--- src/mre_pkg.sv ---
// ============================================================================
// mre_pkg: shared constants and types of the recurrence term engine
// Holds the modulus, index width, matrix geometry and the tag that travels
// with each product through the modular multiply-accumulate unit.
// ============================================================================
`default_nettype none

package mre_pkg;

    // prime modulus and exponent width
    localparam int MODULUS    = 10007;
    localparam int INDEX_BITS = 32;

    // companion matrix geometry
    localparam int DIM       = 4;
    localparam int DIM_BITS  = $clog2(DIM);

    // residue and operand widths
    localparam int RES_BITS  = $clog2(MODULUS);
    localparam int RAW_BITS  = 16;
    localparam int OPW       = (RES_BITS > RAW_BITS) ? RES_BITS : RAW_BITS;
    localparam int VALUE_W   = 14;

    // matrix store: slot {is_base, bank}, then row, then column
    localparam int ADDR_BITS = 2 + 2 * DIM_BITS;

    // where a finished sum goes
    typedef enum logic [1:0] {
        DEST_MEM,
        DEST_COEF,
        DEST_OUT
    } dest_t;

    // tag carried alongside each product
    typedef struct packed {
        logic                 first;
        logic                 last;
        dest_t                dest;
        logic [ADDR_BITS-1:0] waddr;
    } mac_tag_t;

endpackage

`default_nettype wire

--- src/modular_recurrence_nth_term_top.sv ---
// ============================================================================
// modular_recurrence_nth_term_top: nth term of a third-order recurrence mod p
// Raises the 4x4 companion matrix to the power n-2 by square-and-multiply,
// one modular product per cycle bar drain waits, via a shared multiply-accumulate unit.
// ============================================================================
//
// channel   dir  bits  contents
// s_*       in   80    term_index, coef_prev, coef_third_back, addend
// m_*       out  16    term_value
//
// an index below 3 answers zero; otherwise the setup writes all 32 matrix entries, the
// coefficients are reduced, then per exponent bit comes one squaring of 64 products plus
// pipeline drain, preceded by a multiply of 64 products on each set bit; the run time is
// set by the single multiply-accumulate unit and the two-read matrix store. reset is
// synchronous and active low; s_tready stays low while a word is worked on and while a
// finished word waits for the output register.
`default_nettype none

module modular_recurrence_nth_term_top (
    input  wire logic        aclk,
    input  wire logic        aresetn,
    input  wire logic        s_tvalid,
    output logic             s_tready,
    // term_index[31:0], coef_prev[47:32], coef_third_back[63:48], addend[79:64]
    input  wire logic [79:0] s_tdata,
    output logic             m_tvalid,
    input  wire logic        m_tready,
    // term_value[13:0], zero fill [15:14]
    output logic [15:0]      m_tdata
);
    import mre_pkg::*;

    localparam int DB      = DIM_BITS;
    localparam int ENTRIES = 1 << ADDR_BITS;
    localparam int CNT_W   = 3 * DB;
    localparam logic [CNT_W-1:0] CNT_INIT_END = CNT_W'(2 * DIM * DIM - 1);
    localparam logic [CNT_W-1:0] CNT_PROD_END = CNT_W'(DIM * DIM * DIM - 1);
    localparam logic [CNT_W-1:0] CNT_RED_END  = CNT_W'(2);
    localparam logic [DB-1:0]    K_LAST       = DB'(DIM - 1);

    typedef enum logic [3:0] {
        ST_IDLE,
        ST_INIT,
        ST_RED,
        ST_RED_WAIT,
        ST_BIT,
        ST_MUL,
        ST_MUL_WAIT,
        ST_SQR,
        ST_SQR_WAIT,
        ST_FIN,
        ST_FIN_WAIT,
        ST_OUT
    } state_t;

    typedef enum logic [1:0] {
        SRC_MEM,
        SRC_RAW,
        SRC_FIN
    } src_t;

    state_t                  state_reg;
    logic [CNT_W-1:0]        cnt_reg;
    logic [INDEX_BITS-1:0]   ex_reg;
    logic                    acc_bank_reg, base_bank_reg;
    logic [RAW_BITS-1:0]     a_raw_reg, b_raw_reg, c_raw_reg;
    logic [RES_BITS-1:0]     c_reg;
    logic [VALUE_W-1:0]      out_value_reg;

    // output register
    logic                    m_valid_reg;
    logic [VALUE_W-1:0]      m_value_reg;
    logic                    out_load;

    // matrix store
    logic [RES_BITS-1:0]     mat_mem [ENTRIES];
    logic [RES_BITS-1:0]     rd_x_reg, rd_y_reg;

    // operand stage
    logic                    op_valid_reg;
    src_t                    op_src_reg;
    logic [OPW-1:0]          op_raw_reg;
    mac_tag_t                op_tag_reg;

    // issue side
    logic                    iss_valid;
    src_t                    iss_src;
    logic [OPW-1:0]          iss_raw;
    mac_tag_t                iss_tag;
    logic [ADDR_BITS-1:0]    rd_x_addr, rd_y_addr;

    // write side
    logic                    wr_en;
    logic [ADDR_BITS-1:0]    wr_addr;
    logic [RES_BITS-1:0]     wr_data;

    logic [INDEX_BITS-1:0]   n_in;
    logic [DB-1:0]           ci, cj, ck;
    logic [DB-1:0]           er, ec;
    logic                    init_one;

    logic [OPW-1:0]          mac_x;
    logic [RES_BITS-1:0]     mac_y;
    logic                    res_valid;
    logic [RES_BITS-1:0]     res_value;
    mac_tag_t                res_tag;
    logic                    mac_busy;
    logic                    busy;

    assign n_in = INDEX_BITS'(s_tdata[31:0]);
    assign ci   = cnt_reg[2*DB +: DB];
    assign cj   = cnt_reg[DB +: DB];
    assign ck   = cnt_reg[0 +: DB];
    assign er   = cnt_reg[DB +: DB];
    assign ec   = cnt_reg[0 +: DB];
    assign busy = op_valid_reg | mac_busy;

    // finished word moves on when the output register is free or draining
    assign out_load = (state_reg == ST_OUT) && (!m_valid_reg || m_tready);

    // initial matrix entries: identity for the power, shift rows for the base
    always_comb begin
        if (cnt_reg[2*DB]) begin
            init_one = (er == DB'(1) && ec == DB'(0)) || (er == DB'(2) && ec == DB'(1))
                    || (er == DB'(3) && ec == DB'(3)) || (er == DB'(0) && ec == DB'(3));
        end else begin
            init_one = (er == ec);
        end
    end

    // product, reduction and final scaling issue
    always_comb begin
        iss_valid     = 1'b0;
        iss_src       = SRC_MEM;
        iss_raw       = '0;
        iss_tag.first = 1'b1;
        iss_tag.last  = 1'b1;
        iss_tag.dest  = DEST_MEM;
        iss_tag.waddr = '0;
        rd_x_addr     = '0;
        rd_y_addr     = '0;
        unique case (state_reg)
            ST_RED: begin
                iss_valid = 1'b1;
                iss_src   = SRC_RAW;
                unique case (cnt_reg[1:0])
                    2'd0: begin
                        iss_raw       = OPW'(a_raw_reg);
                        iss_tag.waddr = {1'b1, 1'b0, DB'(0), DB'(0)};
                    end
                    2'd1: begin
                        iss_raw       = OPW'(b_raw_reg);
                        iss_tag.waddr = {1'b1, 1'b0, DB'(0), DB'(2)};
                    end
                    default: begin
                        iss_raw      = OPW'(c_raw_reg);
                        iss_tag.dest = DEST_COEF;
                    end
                endcase
            end
            ST_MUL: begin
                iss_valid     = 1'b1;
                iss_tag.first = (ck == '0);
                iss_tag.last  = (ck == K_LAST);
                iss_tag.waddr = {1'b0, ~acc_bank_reg, ci, cj};
                rd_x_addr     = {1'b0, acc_bank_reg, ci, ck};
                rd_y_addr     = {1'b1, base_bank_reg, ck, cj};
            end
            ST_SQR: begin
                iss_valid     = 1'b1;
                iss_tag.first = (ck == '0);
                iss_tag.last  = (ck == K_LAST);
                iss_tag.waddr = {1'b1, ~base_bank_reg, ci, cj};
                rd_x_addr     = {1'b1, base_bank_reg, ci, ck};
                rd_y_addr     = {1'b1, base_bank_reg, ck, cj};
            end
            ST_FIN: begin
                iss_valid    = 1'b1;
                iss_src      = SRC_FIN;
                iss_tag.dest = DEST_OUT;
                rd_x_addr    = {1'b0, acc_bank_reg, DB'(0), DB'(3)};
            end
            default: begin
                iss_valid = 1'b0;
            end
        endcase
    end

    // store write: setup sweep or finished matrix entry
    always_comb begin
        if (state_reg == ST_INIT) begin
            wr_en   = 1'b1;
            wr_addr = {cnt_reg[2*DB], 1'b0, cnt_reg[2*DB-1:0]};
            wr_data = RES_BITS'(init_one);
        end else begin
            wr_en   = res_valid && (res_tag.dest == DEST_MEM);
            wr_addr = res_tag.waddr;
            wr_data = res_value;
        end
    end

    // matrix store with registered reads
    always_ff @(posedge aclk) begin
        if (wr_en) begin
            mat_mem[wr_addr] <= wr_data;
        end
        rd_x_reg <= mat_mem[rd_x_addr];
        rd_y_reg <= mat_mem[rd_y_addr];
    end

    // operand stage lines up with the read data
    always_ff @(posedge aclk) begin
        if (!aresetn) begin
            op_valid_reg <= 1'b0;
        end else begin
            op_valid_reg <= iss_valid;
        end
        op_src_reg <= iss_src;
        op_raw_reg <= iss_raw;
        op_tag_reg <= iss_tag;
    end

    // operand select
    always_comb begin
        unique case (op_src_reg)
            SRC_RAW: begin
                mac_x = op_raw_reg;
                mac_y = RES_BITS'(1);
            end
            SRC_FIN: begin
                mac_x = OPW'(rd_x_reg);
                mac_y = c_reg;
            end
            default: begin
                mac_x = OPW'(rd_x_reg);
                mac_y = rd_y_reg;
            end
        endcase
    end

    mre_mac u_mac (
        .aclk      (aclk),
        .aresetn   (aresetn),
        .in_valid  (op_valid_reg),
        .in_x      (mac_x),
        .in_y      (mac_y),
        .in_tag    (op_tag_reg),
        .res_valid (res_valid),
        .res_value (res_value),
        .res_tag   (res_tag),
        .busy      (mac_busy)
    );

    // sequencer
    always_ff @(posedge aclk) begin
        if (!aresetn) begin
            state_reg   <= ST_IDLE;
            cnt_reg     <= '0;
            m_valid_reg <= 1'b0;
        end else begin
            if (res_valid && res_tag.dest == DEST_COEF) begin
                c_reg <= res_value;
            end
            // output register
            if (out_load) begin
                m_valid_reg <= 1'b1;
                m_value_reg <= out_value_reg;
            end else if (m_tready) begin
                m_valid_reg <= 1'b0;
            end
            unique case (state_reg)
                ST_IDLE: begin
                    if (s_tvalid) begin
                        a_raw_reg     <= s_tdata[47:32];
                        b_raw_reg     <= s_tdata[63:48];
                        c_raw_reg     <= s_tdata[79:64];
                        ex_reg        <= n_in - INDEX_BITS'(2);
                        acc_bank_reg  <= 1'b0;
                        base_bank_reg <= 1'b0;
                        cnt_reg       <= '0;
                        if (n_in < INDEX_BITS'(3)) begin
                            out_value_reg <= '0;
                            state_reg     <= ST_OUT;
                        end else begin
                            state_reg <= ST_INIT;
                        end
                    end
                end
                ST_INIT: begin
                    if (cnt_reg == CNT_INIT_END) begin
                        cnt_reg   <= '0;
                        state_reg <= ST_RED;
                    end else begin
                        cnt_reg <= cnt_reg + CNT_W'(1);
                    end
                end
                ST_RED: begin
                    if (cnt_reg == CNT_RED_END) begin
                        cnt_reg   <= '0;
                        state_reg <= ST_RED_WAIT;
                    end else begin
                        cnt_reg <= cnt_reg + CNT_W'(1);
                    end
                end
                ST_RED_WAIT: begin
                    if (!busy) begin
                        state_reg <= ST_BIT;
                    end
                end
                ST_BIT: begin
                    cnt_reg <= '0;
                    if (ex_reg == '0) begin
                        state_reg <= ST_FIN;
                    end else if (ex_reg[0]) begin
                        state_reg <= ST_MUL;
                    end else begin
                        state_reg <= ST_SQR;
                    end
                end
                ST_MUL: begin
                    cnt_reg <= cnt_reg + CNT_W'(1);
                    if (cnt_reg == CNT_PROD_END) begin
                        state_reg <= ST_MUL_WAIT;
                    end
                end
                ST_MUL_WAIT: begin
                    if (!busy) begin
                        acc_bank_reg <= ~acc_bank_reg;
                        cnt_reg      <= '0;
                        state_reg    <= ST_SQR;
                    end
                end
                ST_SQR: begin
                    cnt_reg <= cnt_reg + CNT_W'(1);
                    if (cnt_reg == CNT_PROD_END) begin
                        state_reg <= ST_SQR_WAIT;
                    end
                end
                ST_SQR_WAIT: begin
                    if (!busy) begin
                        base_bank_reg <= ~base_bank_reg;
                        ex_reg        <= ex_reg >> 1;
                        state_reg     <= ST_BIT;
                    end
                end
                ST_FIN: begin
                    state_reg <= ST_FIN_WAIT;
                end
                ST_FIN_WAIT: begin
                    if (res_valid && res_tag.dest == DEST_OUT) begin
                        out_value_reg <= VALUE_W'(res_value);
                        state_reg     <= ST_OUT;
                    end
                end
                ST_OUT: begin
                    if (out_load) begin
                        state_reg <= ST_IDLE;
                    end
                end
                default: begin
                    state_reg <= ST_IDLE;
                end
            endcase
        end
    end

    assign s_tready = (state_reg == ST_IDLE);
    assign m_tvalid = m_valid_reg;
    assign m_tdata  = 16'(m_value_reg);

endmodule

`default_nettype wire

--- src/mre_mac.sv ---
// ============================================================================
// mre_mac: pipelined modular multiply-accumulate
// Takes one product per cycle, reduces it by a reciprocal estimate with one
// corrective subtract and folds it into a running sum; the sum is handed out
// on the product that is tagged last.
// ============================================================================
`default_nettype none

module mre_mac (
    input  wire logic                        aclk,
    input  wire logic                        aresetn,
    input  wire logic                        in_valid,
    input  wire logic [mre_pkg::OPW-1:0]      in_x,
    input  wire logic [mre_pkg::RES_BITS-1:0] in_y,
    input  wire mre_pkg::mac_tag_t            in_tag,
    output logic                             res_valid,
    output logic [mre_pkg::RES_BITS-1:0]      res_value,
    output mre_pkg::mac_tag_t                 res_tag,
    output logic                             busy
);
    import mre_pkg::*;

    // product width and reciprocal of the modulus
    localparam int PB = OPW + RES_BITS;
    localparam int RW = PB - RES_BITS + 2;
    localparam logic [63:0]   RECIP_FULL = (64'd1 << PB) / 64'(MODULUS);
    localparam logic [RW-1:0] RECIP      = RW'(RECIP_FULL);
    localparam logic [RES_BITS:0] MOD_EXT = (RES_BITS+1)'(MODULUS);

    logic                  v1_reg, v2_reg, v3_reg;
    mac_tag_t              tag1_reg, tag2_reg, tag3_reg;
    logic [PB-1:0]         p1_reg, p2_reg;
    logic [RW-1:0]         q_reg;
    logic [RES_BITS:0]     t_reg;
    logic [RES_BITS-1:0]   acc_reg;
    logic                  res_valid_reg;
    logic [RES_BITS-1:0]   res_value_reg;
    mac_tag_t              res_tag_reg;

    logic [PB-1:0]         prod;
    logic [PB+RW-1:0]      qprod;
    logic [PB-1:0]         qm;
    logic [PB-1:0]         t_full;
    logic [RES_BITS:0]     r_ext;
    logic [RES_BITS-1:0]   r;
    logic [RES_BITS:0]     sum;
    logic [RES_BITS-1:0]   sum_mod;

    // stage arithmetic
    always_comb begin
        prod    = PB'(in_x) * PB'(in_y);
        qprod   = (PB+RW)'(p1_reg) * (PB+RW)'(RECIP);
        qm      = PB'(q_reg) * PB'(MODULUS);
        t_full  = p2_reg - qm;
        r_ext   = (t_reg >= MOD_EXT) ? (t_reg - MOD_EXT) : t_reg;
        r       = r_ext[RES_BITS-1:0];
        sum     = (tag3_reg.first ? '0 : {1'b0, acc_reg}) + {1'b0, r};
        sum_mod = (sum >= MOD_EXT) ? RES_BITS'(sum - MOD_EXT) : sum[RES_BITS-1:0];
    end

    // valid chain
    always_ff @(posedge aclk) begin
        if (!aresetn) begin
            v1_reg        <= 1'b0;
            v2_reg        <= 1'b0;
            v3_reg        <= 1'b0;
            res_valid_reg <= 1'b0;
        end else begin
            v1_reg        <= in_valid;
            v2_reg        <= v1_reg;
            v3_reg        <= v2_reg;
            res_valid_reg <= v3_reg & tag3_reg.last;
        end
    end

    // datapath stages and accumulator
    always_ff @(posedge aclk) begin
        p1_reg   <= prod;
        tag1_reg <= in_tag;
        q_reg    <= qprod[PB +: RW];
        p2_reg   <= p1_reg;
        tag2_reg <= tag1_reg;
        t_reg    <= t_full[RES_BITS:0];
        tag3_reg <= tag2_reg;
        if (v3_reg) begin
            acc_reg <= sum_mod;
        end
        res_value_reg <= sum_mod;
        res_tag_reg   <= tag3_reg;
    end

    assign res_valid = res_valid_reg;
    assign res_value = res_value_reg;
    assign res_tag   = res_tag_reg;
    assign busy      = v1_reg | v2_reg | v3_reg | res_valid_reg;

endmodule

`default_nettype wire
--- config.mk ---
export PLATFORM = sky130hd
export DESIGN_NAME = modular_recurrence_nth_term_top
export DESIGN_NICKNAME = d
export VERILOG_FILES = /design/src/mre_pkg.sv /design/src/modular_recurrence_nth_term_top.sv /design/src/mre_mac.sv
export SDC_FILE = /design/constraint.sdc
export NUM_CORES = 2
export LEC_CHECK = 0
export ABC_AREA = 1
export ABC_CLOCK_PERIOD_IN_PS = 7290
export BUFFER_PORTS_ARGS = -buffer_cell sky130_fd_sc_hd__buf_2
export CELL_PAD_IN_SITES_DETAIL_PLACEMENT = 1
export CELL_PAD_IN_SITES_GLOBAL_PLACEMENT = 1
export CORE_MARGIN = 1
export CORE_UTILIZATION = 30
export DETAILED_ROUTE_END_ITERATION = 6
export GPL_TIMING_DRIVEN = 1
export PLACE_DENSITY_LB_ADDON = 0.3
export SLEW_MARGIN = 20
export SYNTH_ARGS = -nofsm -noshare
export SYNTH_HDL_FRONTEND = slang
export SYNTH_SLANG_ARGS = --single-unit
--- constraint.sdc ---
create_clock -name aclk -period 7.29 [get_ports aclk]
set_input_delay 1.458 -clock aclk [delete_from_list [all_inputs] [get_ports aclk]]
set_output_delay 1.458 -clock aclk [all_outputs]
set_load 0.005 [all_outputs]
==> run metrics <==
Cell Area, Synth=approximately 0.072 mm2; nets@finish=8,466; Routed met2 length=between 100,000 and 150,000 um; Hold Crit Class=reg -> reg; Routed WL per cell=~23 um; Die Wd=between 400 and 500 um; Syn-to-layout area delta=13.2%; placer congestion estimate=0.877; CTS hold repair buffers=0; Routed Wire Length=~250,000 um; wl on met1=112,000 um; Worst slew margin=between 20% and 30%; DIE HEIGHT=around 490 um; Worst setup EP type=register; RSZ-0062 raised after global routing=false; startpoint types=register; final setup vio count=0; clock sinks=roughly 1,200; Clk Latency, worst-skew pair=between 800 and 900 ps; Yosys reg bits=1,232; largest net degree at the start of global routing=150; WS Path Type=reg -> reg; die area=approximately 0.24 mm2; most frequent cells in the layout=nand2_1, inv_1, edfxtp_1; 1st-pass router iterations=5; I/O Buffers=slightly below 100; worst-margin pin slew=roughly 1200 ps; Main synth FF type=edfxtp_1; fraction of layout cells with a size suffix above 1=7.58%; commonest non-fill, non-tap cell in the layout=nand2_1; core area=between 0.2 and 0.25 mm2; Synth Warn #=0; minimum clock period=between 6000 and 7000 ps; Slowest cell on crit path=fa_1; register area share after synthesis=~48%; max reg flops=between 800 and 900; clock skew=between 40 and 50 ps; Synth Area per Inst=approximately 9.5 um2; cells after synthesis=roughly 7,600; status=completed; CTS root buf=clkbuf_16; most frequent CP cell=inv_1; DRC violations left=0; postcts setup bufs=0; Final TNS setup=0 ps; fraction of registers with async set/reset=0%; CTS clk-pin slew, worst paths=~60 ps; Initial Util=between 30% and 40%; Fillers=between 20,000 and 30,000; antenna violations before repair=13; CTS H-Tree Depth=4; I/O pin cnt=102; max_cap viols=0; CTS buffer count=about 150; Tot GR Track Use=roughly a fifth; Vias=55,300; Post-synth EDFFs=just over 1,000; 1st-iter DRT viols=approximately 4,200; CP arrival=7520 ps; Max Slew Vio Count=0; CP max FO=13; HPWL after DPL=around 170,000 um; final hold violations=0; first-pass GRT wire length=around 380,000 um; number of global-route vias before repair=about 59,000; slowest cell delay on critical path=between 500 and 600 ps; Routed Antenna Nets=0; WL met3=around 13,000 um; Avg Vias per Cell=approximately 5.0; Tcrit/Tclk final=between 90 and 100%; number of cell rows=roughly 180; library cells used by synthesis=46; grt total ovfl=0; CTS tree=built; fmax=roughly 0.15 GHz; DR top layer=met4; Critical Path RT=7990 ps; clk buf depth=3
metrics by stage:
stage / utilization, % / hold slack (ps) / std cells / setup WS (ps) / instance area [um2]
floorplan: - / 310 / 7615 / 924 / 72200
global placement: 32.2 / 310 / 10700 / 505 / 76800
detailed placement: 32.2 / 313 / 10700 / 380 / 76800
CTS: 34.3 / 327 / 11000 / 360 / 81800
global route: 34.3 / 333 / 11000 / 44.1 / 81800
finish: 34.3 / 323 / 11000 / 468 / 81800
critical path: cells and delay by family, from the launching register on:
kind / cells / cell delay (ps)
compound gates: 3 / 580
fa+ha+maj: 8 / 3640
xor+xnor: 1 / 150
simple gates: 6 / 970
buf+inv: 8 / 1060
flops: 1 / 330
timing repair:
item | in CTS | in global routing
setup endpoints to repair | 0 | 4
gates resized for setup | 0 | 3
endpoints found under the hold margin | 0 | 0
metal layers:
| layer | GRT usage, % | vias to the layer above |
|---|---|---|
| met3 | 2.61 | 414 |
| met5 | 0 | - |
| met1 | 27.3 | 28100 |
| met4 | 7.24 | 0 |
| met2 | 34.1 | 1441 |
| li1 | - | 25300 |
final timing paths:
path	startpoint	to	slack, ps	depth (start not counted)
worst max-delay path	op_src_reg[0]$_DFF_P_	u_mac.p1_reg[27]$_DFF_P_	470	26
worst min-delay path	u_mac.tag2_reg[2]$_DFF_P_	u_mac.tag3_reg[2]$_DFF_P_	320	0
worst max register to register	op_src_reg[0]$_DFF_P_	u_mac.p1_reg[27]$_DFF_P_	470	26
worst min register to register	u_mac.tag2_reg[2]$_DFF_P_	u_mac.tag3_reg[2]$_DFF_P_	320	0
area by class of cell:
type	count	area, um2	share of cell area, %
inverter	1239	4680	5.72
clock buffer	183	3950	4.83
sequential	1232	35000	42.8
tap	3167	3960	4.85
timing repair buffer	252	1760	2.16
antenna	4	10.0	0.0122
multi-input combinational	4811	31400	38.4
clock inverter	82	996	1.22
Yosys cell counts, types with 15 or more instances:
cell type / number / area [um2]
buf_4: 18 / 135
o21a_1: 27 / 203
buf_1: 46 / 173
nand2_1: 1488 / 5590
nand4_1: 33 / 206
nand3b_1: 92 / 691
a31oi_1: 41 / 257
dfxtp_1: 198 / 3960
xnor2_1: 32 / 280
a22oi_1: 15 / 113
xor2_1: 86 / 753
fa_1: 358 / 7170
nor4_1: 26 / 163
buf_2: 105 / 526
o21ai_1: 31 / 155
a21oi_1: 291 / 1460
or2_2: 51 / 319
ha_1: 341 / 4270
clkbuf_1: 163 / 612
nand3_1: 885 / 4430
o21ai_0: 353 / 1770
o211ai_1: 147 / 1100
inv_1: 1217 / 4570
nor3_1: 30 / 150
nor2_1: 425 / 1600
edfxtp_1: 1034 / 31000
logic make-up (layout without fill, tap and decap cells):
| logic type | after synthesis | after routing | synth area share [%] |
|---|---|---|---|
| compound gates | 950 | 950 | 7.48 |
| fa+ha+maj | 699 | 699 | 15.8 |
| simple gates | 3042 | 3042 | 18.3 |
| other cells | 1 | 6 | 0.00519 |
| flops | 1232 | 1232 | 48.5 |
| xor+xnor | 118 | 118 | 1.43 |
| buf+inv | 1572 | 1756 | 8.45 |
Power is left out: the tool's default activity adds up to more than one toggle a clock period on the data nets, which glitch-free logic cannot reach.
